File: config.mk
export PLATFORM = sky130hd
export DESIGN_NAME = coverage_mask_color_blend_unit
export DESIGN_NICKNAME = d
export VERILOG_FILES = /design/src/hw/rtl/cmcb_pkg.sv /design/src/hw/rtl/cmcb_weight.sv /design/src/hw/rtl/cmcb_mix.sv /design/src/hw/rtl/coverage_mask_color_blend_unit.sv
export SDC_FILE = /design/constraint.sdc
export NUM_CORES = 2
export LEC_CHECK = 0
export CAP_MARGIN = 20
export CORE_AREA = 5 5 359 220
export DETAILED_ROUTE_END_ITERATION = 10
export DIE_AREA = 0 0 364 225
export DONT_BUFFER_PORTS = 1
export PLACE_DENSITY_LB_ADDON = 0.08
export SLEW_MARGIN = 5
export SYNTH_ARGS = -nofsm -noshare
export SYNTH_HDL_FRONTEND = slang
export SYNTH_SLANG_ARGS = --single-unit
File: constraint.sdc
create_clock -name clk -period 6.62 [get_ports clk]
set_input_delay 0.331 -clock clk [delete_from_list [all_inputs] [get_ports clk]]
set_output_delay 0.331 -clock clk [all_outputs]
set_load 0.005 [all_outputs]
File: src/hw/rtl/cmcb_pkg.sv
// shared types, register indexes and divide-by-255 helper for the coverage blend unit
// no dependencies
package cmcb_pkg;

    localparam int CHAN_W = 8;
    localparam int PROD_W = 2 * CHAN_W;
    localparam int CFG_IDX_W = 8;

    localparam logic [CHAN_W-1:0] CHAN_MAX = 8'hFF;

    // register indexes on the configuration port
    localparam logic [CFG_IDX_W-1:0] CFG_FILL_RED          = 8'd0;
    localparam logic [CFG_IDX_W-1:0] CFG_FILL_GREEN        = 8'd1;
    localparam logic [CFG_IDX_W-1:0] CFG_FILL_BLUE         = 8'd2;
    localparam logic [CFG_IDX_W-1:0] CFG_FILL_TRANSPARENCY = 8'd3;

    // reciprocal of 255 scaled by 2^23, exact floor for 16-bit numerators
    localparam logic [16:0] RECIP_255 = 17'h08081;
    localparam int RECIP_SHIFT = 23;

    typedef struct packed {
        logic [CHAN_W-1:0] red;
        logic [CHAN_W-1:0] green;
        logic [CHAN_W-1:0] blue;
        logic [CHAN_W-1:0] alpha;
    } pix_t;

    typedef struct packed {
        logic [CHAN_W-1:0] red;
        logic [CHAN_W-1:0] green;
        logic [CHAN_W-1:0] blue;
    } fill_t;

    // floor(x / 255) for 16-bit x below 255*256, so the result fits 8 bits, one multiply
    function automatic logic [CHAN_W-1:0] div255(input logic [PROD_W-1:0] x);
        logic [PROD_W+16:0] prod;
        prod = {17'd0, x} * {{PROD_W{1'b0}}, RECIP_255};
        return prod[RECIP_SHIFT+CHAN_W-1:RECIP_SHIFT];
    endfunction

endpackage

File: src/hw/rtl/cmcb_weight.sv
// weight stages: coverage times opacity, then divide by 255 to get k
// depends on cmcb_pkg
module cmcb_weight
    import cmcb_pkg::*;
(
    input  logic              clk,
    input  logic              rst_n,
    input  logic              up_valid,
    output logic              up_ready,
    input  logic [CHAN_W-1:0] coverage,
    input  pix_t              dest,
    input  logic [CHAN_W-1:0] opacity,
    output logic              dn_valid,
    input  logic              dn_ready,
    output logic [CHAN_W-1:0] k,
    output pix_t              dest_k
);

    logic              s1_valid_reg;
    logic [PROD_W-1:0] s1_prod_reg;
    pix_t              s1_dest_reg;
    logic              s2_valid_reg;
    logic [CHAN_W-1:0] s2_k_reg;
    pix_t              s2_dest_reg;
    logic              s1_ready;
    logic              s2_ready;

    assign s2_ready = !s2_valid_reg || dn_ready;
    assign s1_ready = !s1_valid_reg || s2_ready;
    assign up_ready = s1_ready;

    always_ff @(posedge clk or negedge rst_n)
    begin
        if (!rst_n)
        begin
            s1_valid_reg <= 1'b0;
            s2_valid_reg <= 1'b0;
        end
        else
        begin
            if (s1_ready)
            begin
                s1_valid_reg <= up_valid;
            end
            if (s2_ready)
            begin
                s2_valid_reg <= s1_valid_reg;
            end
        end
    end

    always_ff @(posedge clk)
    begin
        if (s1_ready && up_valid)
        begin
            s1_prod_reg <= {{CHAN_W{1'b0}}, coverage} * {{CHAN_W{1'b0}}, opacity};
            s1_dest_reg <= dest;
        end
        if (s2_ready && s1_valid_reg)
        begin
            s2_k_reg    <= div255(s1_prod_reg);
            s2_dest_reg <= s1_dest_reg;
        end
    end

    assign dn_valid = s2_valid_reg;
    assign k        = s2_k_reg;
    assign dest_k   = s2_dest_reg;

endmodule

File: src/hw/rtl/cmcb_mix.sv
// mix stages: weighted sums per channel, then divide by 255 into the output register
// depends on cmcb_pkg
module cmcb_mix
    import cmcb_pkg::*;
(
    input  logic              clk,
    input  logic              rst_n,
    input  logic              up_valid,
    output logic              up_ready,
    input  logic [CHAN_W-1:0] k,
    input  pix_t              dest,
    input  fill_t             fill,
    output logic              dn_valid,
    input  logic              dn_ready,
    output pix_t              result
);

    logic              s3_valid_reg;
    logic [PROD_W-1:0] s3_red_reg;
    logic [PROD_W-1:0] s3_green_reg;
    logic [PROD_W-1:0] s3_blue_reg;
    logic [PROD_W-1:0] s3_alpha_reg;
    logic              s4_valid_reg;
    pix_t              s4_pix_reg;
    logic              s3_ready;
    logic              s4_ready;
    logic [CHAN_W-1:0] ck;

    assign ck = CHAN_MAX - k;

    assign s4_ready = !s4_valid_reg || dn_ready;
    assign s3_ready = !s3_valid_reg || s4_ready;
    assign up_ready = s3_ready;

    always_ff @(posedge clk or negedge rst_n)
    begin
        if (!rst_n)
        begin
            s3_valid_reg <= 1'b0;
            s4_valid_reg <= 1'b0;
        end
        else
        begin
            if (s3_ready)
            begin
                s3_valid_reg <= up_valid;
            end
            if (s4_ready)
            begin
                s4_valid_reg <= s3_valid_reg;
            end
        end
    end

    // sums are at most 255*255, so 16 bits hold them
    always_ff @(posedge clk)
    begin
        if (s3_ready && up_valid)
        begin
            s3_red_reg   <= PROD_W'(k) * PROD_W'(fill.red)
                            + PROD_W'(ck) * PROD_W'(dest.red);
            s3_green_reg <= PROD_W'(k) * PROD_W'(fill.green)
                            + PROD_W'(ck) * PROD_W'(dest.green);
            s3_blue_reg  <= PROD_W'(k) * PROD_W'(fill.blue)
                            + PROD_W'(ck) * PROD_W'(dest.blue);
            s3_alpha_reg <= PROD_W'(ck) * PROD_W'(CHAN_MAX - dest.alpha);
        end
        if (s4_ready && s3_valid_reg)
        begin
            s4_pix_reg.red   <= div255(s3_red_reg);
            s4_pix_reg.green <= div255(s3_green_reg);
            s4_pix_reg.blue  <= div255(s3_blue_reg);
            s4_pix_reg.alpha <= CHAN_MAX - div255(s3_alpha_reg);
        end
    end

    assign dn_valid = s4_valid_reg;
    assign result   = s4_pix_reg;

endmodule

File: src/hw/rtl/coverage_mask_color_blend_unit.sv
// top level of the coverage mask color blend unit: config registers and pipeline
// depends on cmcb_pkg, cmcb_weight, cmcb_mix
//
// channel   direction  handshake               payload
// pix       in         pix_valid / pix_stall   coverage, dest_red/green/blue/alpha
// res       out        res_valid / res_stall   out_red, out_green, out_blue, out_alpha
// cfg       in         cfg_valid / cfg_ready   cfg_index, cfg_data
//
// four register stages: a transferred pixel moves through s1, s2, s3 and s4, and its
// result is on the outputs once s4 holds it
// one pixel per clock sustained while res_stall is low; each multiply and each divide
// has its own register stage
// rst_n clears all valid bits and sets the fill registers to zero
// a stalled stage holds its data; earlier stages keep filling bubbles until they meet it
module coverage_mask_color_blend_unit
    import cmcb_pkg::*;
(
    input  logic                 clk,
    input  logic                 rst_n,
    // pixel input
    input  logic                 pix_valid,
    output logic                 pix_stall,
    input  logic [CHAN_W-1:0]    coverage,
    input  logic [CHAN_W-1:0]    dest_red,
    input  logic [CHAN_W-1:0]    dest_green,
    input  logic [CHAN_W-1:0]    dest_blue,
    input  logic [CHAN_W-1:0]    dest_alpha,
    // result output
    output logic                 res_valid,
    input  logic                 res_stall,
    output logic [CHAN_W-1:0]    out_red,
    output logic [CHAN_W-1:0]    out_green,
    output logic [CHAN_W-1:0]    out_blue,
    output logic [CHAN_W-1:0]    out_alpha,
    // configuration writes
    input  logic                 cfg_valid,
    output logic                 cfg_ready,
    input  logic [CFG_IDX_W-1:0] cfg_index,
    input  logic [CHAN_W-1:0]    cfg_data
);

    logic [CHAN_W-1:0] fill_red_reg;
    logic [CHAN_W-1:0] fill_green_reg;
    logic [CHAN_W-1:0] fill_blue_reg;
    logic [CHAN_W-1:0] fill_transparency_reg;

    logic              pix_ready;
    pix_t              pix_dest;
    logic              w_valid;
    logic              w_ready;
    logic [CHAN_W-1:0] w_k;
    pix_t              w_dest;
    fill_t             fill;
    pix_t              result;
    logic [CHAN_W-1:0] opacity;

    // config writes are always taken; unknown indexes are dropped
    assign cfg_ready = 1'b1;

    always_ff @(posedge clk or negedge rst_n)
    begin
        if (!rst_n)
        begin
            fill_red_reg          <= '0;
            fill_green_reg        <= '0;
            fill_blue_reg         <= '0;
            fill_transparency_reg <= '0;
        end
        else if (cfg_valid && cfg_ready)
        begin
            unique case (cfg_index)
                CFG_FILL_RED:          fill_red_reg          <= cfg_data;
                CFG_FILL_GREEN:        fill_green_reg        <= cfg_data;
                CFG_FILL_BLUE:         fill_blue_reg         <= cfg_data;
                CFG_FILL_TRANSPARENCY: fill_transparency_reg <= cfg_data;
                default: ;
            endcase
        end
    end

    // config must only change while idle (the block does not enforce it), so stages read it directly
    assign opacity    = CHAN_MAX - fill_transparency_reg;
    assign fill.red   = fill_red_reg;
    assign fill.green = fill_green_reg;
    assign fill.blue  = fill_blue_reg;

    assign pix_dest.red   = dest_red;
    assign pix_dest.green = dest_green;
    assign pix_dest.blue  = dest_blue;
    assign pix_dest.alpha = dest_alpha;

    assign pix_stall = !pix_ready;

    // stages 1-2: k = coverage * opacity / 255
    cmcb_weight u_weight (
        .clk      (clk),
        .rst_n    (rst_n),
        .up_valid (pix_valid),
        .up_ready (pix_ready),
        .coverage (coverage),
        .dest     (pix_dest),
        .opacity  (opacity),
        .dn_valid (w_valid),
        .dn_ready (w_ready),
        .k        (w_k),
        .dest_k   (w_dest)
    );

    // stages 3-4: blend colors, over-composite alpha, output register
    cmcb_mix u_mix (
        .clk      (clk),
        .rst_n    (rst_n),
        .up_valid (w_valid),
        .up_ready (w_ready),
        .k        (w_k),
        .dest     (w_dest),
        .fill     (fill),
        .dn_valid (res_valid),
        .dn_ready (!res_stall),
        .result   (result)
    );

    assign out_red   = result.red;
    assign out_green = result.green;
    assign out_blue  = result.blue;
    assign out_alpha = result.alpha;

endmodule

==> results.json <==
{
  "firstDrtPassIters": 5,
  "cp_slowest_cell": "edfxtp_1",
  "synth_edf_count": 184,
  "start_kind": "flop",
  "status": "finished, final reports clean",
  "num_rows": 78,
  "crit_fanout": 26,
  "ys.warnings.count": 0,
  "overflow": 0,
  "port_buffers": 0,
  "placed_area_um2": 31200,
  "skew_ns": 0.0178,
  "cp-end-kind": "flop",
  "drv_slew": 0,
  "crit_arrival_ns": 6.67,
  "min_to": "fill_red_reg[1]$_DFFE_PN0P_",
  "fin_crit_ns": 6.20,
  "holdWs_ns": 0.0821,
  "synthCells": 2808,
  "cts_tree": "done",
  "dieArea_um2": 81900,
  "r2r_cells": 18,
  "final-hold-violation-count": 0,
  "grt_pass1_wl_mm": 118,
  "antenna_found_initial": 4,
  "fin_cells": 3884,
  "yosysSeqAreaShare_pct": 21.6,
  "yosysUniqueCellTypes": 61,
  "drive_gt1_share_pct": 5.97,
  "fmax_ghz": 0.161,
  "dpl.hpwl_mm": 58.0,
  "drt-total-wl_mm": 71.9,
  "clockBufferDepth": 3,
  "cts_sinks": 220,
  "drt-initial-drc-count": 966,
  "placed_cells": 3786,
  "clock_latency_ns": 0.60,
  "numCtsBuffers": 28,
  "grt_setup_unrepaired": "false",
  "period_share_pct": 93.7,
  "vias": 19400,
  "crit_type": "flop to flop",
  "finalSetupViolations": 0,
  "syn2layout_area_growth_pct": 9.47,
  "crit_path_cell_trace": "buf_4, and2_1, fa_1, inv_1, fa_1, fa_1, inv_1, fa_1, fa_1, inv_1, fa_1, inv_1, ha_1, and2_1, a221oi_1, a31oi_1, or4_1, nand3_1",
  "wl_per_cell_um": 18.5,
  "r2r-end": "u_mix.s3_blue_reg[15]$_DFFE_PP_",
  "gp_congestion": 0.827,
  "holdPathStages": 2,
  "synth_flop_cell": "edfxtp_1",
  "fin_area_um2": 32600,
  "grt_max_degree": 65,
  "grt_pass1_vias": 20800,
  "reg2reg_slack_ns": 0.42,
  "root_buffer": "clkbuf_16",
  "min_path_type": "input port to flop",
  "drc": 0,
  "synth-seq-cells": 220,
  "async_flop_share_pct": 16.4,
  "slowest_delay_ns": 0.69,
  "die_x_um": 364,
  "routed_via_density": 5.00,
  "syn_area_um2": 29800,
  "h-tree-depth": 1,
  "clk_pin_slew_worst_paths_ns": 0.08,
  "cp_data_required_time_ns": 7.08,
  "avgSynthCellArea_um2": 10.6,
  "grt_usage_pct": 18.4,
  "nNetsFinal": 3860,
  "start_util_pct": 39.7,
  "core_um2": 75000,
  "ant_nets": 0,
  "worstMarginPinSlew_ns": 1.04,
  "tns_ns": 0,
  "slew_headroom_pct": 29.9,
  "hold_start": "cfg_index[0]",
  "max_cap_violations": 0,
  "worst_path_most_repeated_cell": "fa_1",
  "reg2reg_from": "u_weight.k[4]$_DFFE_PP_",
  "die_height_um": 225,
  "ios": 96
}
==> worst max path at each step <==
stage,start,slack (ns),cells past startpoint,endpoint
finish,u_weight.k[4]$_DFFE_PP_,0.42,18,u_mix.s3_blue_reg[15]$_DFFE_PP_
global route,u_weight.k[4]$_DFFE_PP_,0.09,18,u_mix.s3_blue_reg[15]$_DFFE_PP_
CTS,u_weight.k[4]$_DFFE_PP_,0.40,18,u_mix.s3_blue_reg[15]$_DFFE_PP_
detailed placement,u_weight.k[4]$_DFFE_PP_,0.42,18,u_mix.s3_blue_reg[15]$_DFFE_PP_
global placement,u_weight.k[4]$_DFFE_PP_,0.44,18,u_mix.s3_green_reg[15]$_DFFE_PP_
floorplan,u_weight.k[3]$_DFFE_PP_,0.61,20,u_mix.s3_green_reg[15]$_DFFE_PP_
==> metrics by stage <==
stage | utilization (%) | setup WS (ns)
floorplan | - | 0.606
global placement | 41.5 | 0.438
detailed placement | 41.5 | 0.424
CTS | 43.5 | 0.397
global route | 43.5 | 0.0916
finish | 43.5 | 0.417
==> logic make-up (layout without fill, tap and decap cells) <==
family / Yosys count / in the layout / synth area share (%)
adders and majority gates: 938 / 938 / 48.5
and+or+nand+nor: 708 / 708 / 13.3
buffers and inverters: 568 / 641 / 7.17
AOI/OAI and AO/OA: 236 / 236 / 5.19
DFF: 220 / 220 / 21.6
xor gates and xnor gates: 100 / 100 / 2.94
muxes: 36 / 36 / 1.36
other: 2 / 5 / 0.0252
==> synthesized netlist by cell type (all sizes together) (14+ instances only) <==
cell type	number	area (um2)
o21a	18	135
xor2	18	158
a21o	25	188
nor2	76	285
nand3	25	125
nand2	110	413
inv	512	1920
ha	578	7230
clkbuf	47	176
and2	114	713
a21oi	74	370
nor3	14	70.1
xnor2	82	718
o21ai	39	199
mux2	35	394
nor2b	197	1230
nand2b	86	538
or2	37	231
edfxtp	184	5530
fa	360	7210
dfrtp	36	901
==> cells in the final DEF, fill, tap and decap left out, drive strengths merged, types with 4 or more instances in the layout <==
cell type	Yosys	layout
a21o	25	25
nand3	25	25
o31ai	4	4
conb	2	4
o21ai	39	39
fa	360	360
clkinv	0	9
o211ai	10	10
and2	114	114
nand4	11	11
buf	9	33
or2	37	37
inv	512	515
o21bai	7	7
ha	578	578
nor3	14	14
clkinvlp	0	6
nand2b	86	86
xnor2	82	82
nand2	110	110
nor2	76	76
o21a	18	18
xor2	18	18
a221oi	4	4
nor2b	197	197
dlygate4sd3	0	44
edfxtp	184	184
or3	11	11
dfrtp	36	36
a21oi	74	74
mux2	35	35
a211oi	13	13
a31o	8	8
and3	13	13
clkbuf	47	30
a31oi	8	8
bufinv	0	4
o41ai	4	4
==> critical path: cells and delay by family, from the launching register on <==
family	cells	cell delay [ns]
AO/OA/AOI/OAI	2	0.59
AND/OR/NAND/NOR	4	0.97
buffers and inverters	5	0.66
adder cells (fa/ha/maj)	7	3.14
flip-flops	1	0.69
==> timing repair <==
item                                   in CTS  in global routing
hold buffers                               45                  0
buffers inserted                            0                  0
resized for setup                           0                  0
endpoints found under the hold margin     103                  0
==> final cells by class <==
type / instances / area (um2)
clock inverters: 22 / 248
diodes: 1 / 2.50
well taps: 1000 / 1250
clock buffers: 30 / 729
inverters: 512 / 1920
repair buffers: 77 / 776
multi-input cells: 2022 / 21300
flip-flops and latches: 220 / 6430
fillers: 7139 / 42400
==> metal layers <==
metal	wire, um	vias up	track usage (%)
met5	13	-	0
met1	40000	9792	30.2
met3	3190	55	2.62
met4	869	2	2.14
li1	-	9257	-
met2	27800	305	26.0
Power is left out: the tool's default activity adds up to more than one toggle a clock period on the data nets, which glitch-free logic cannot reach.
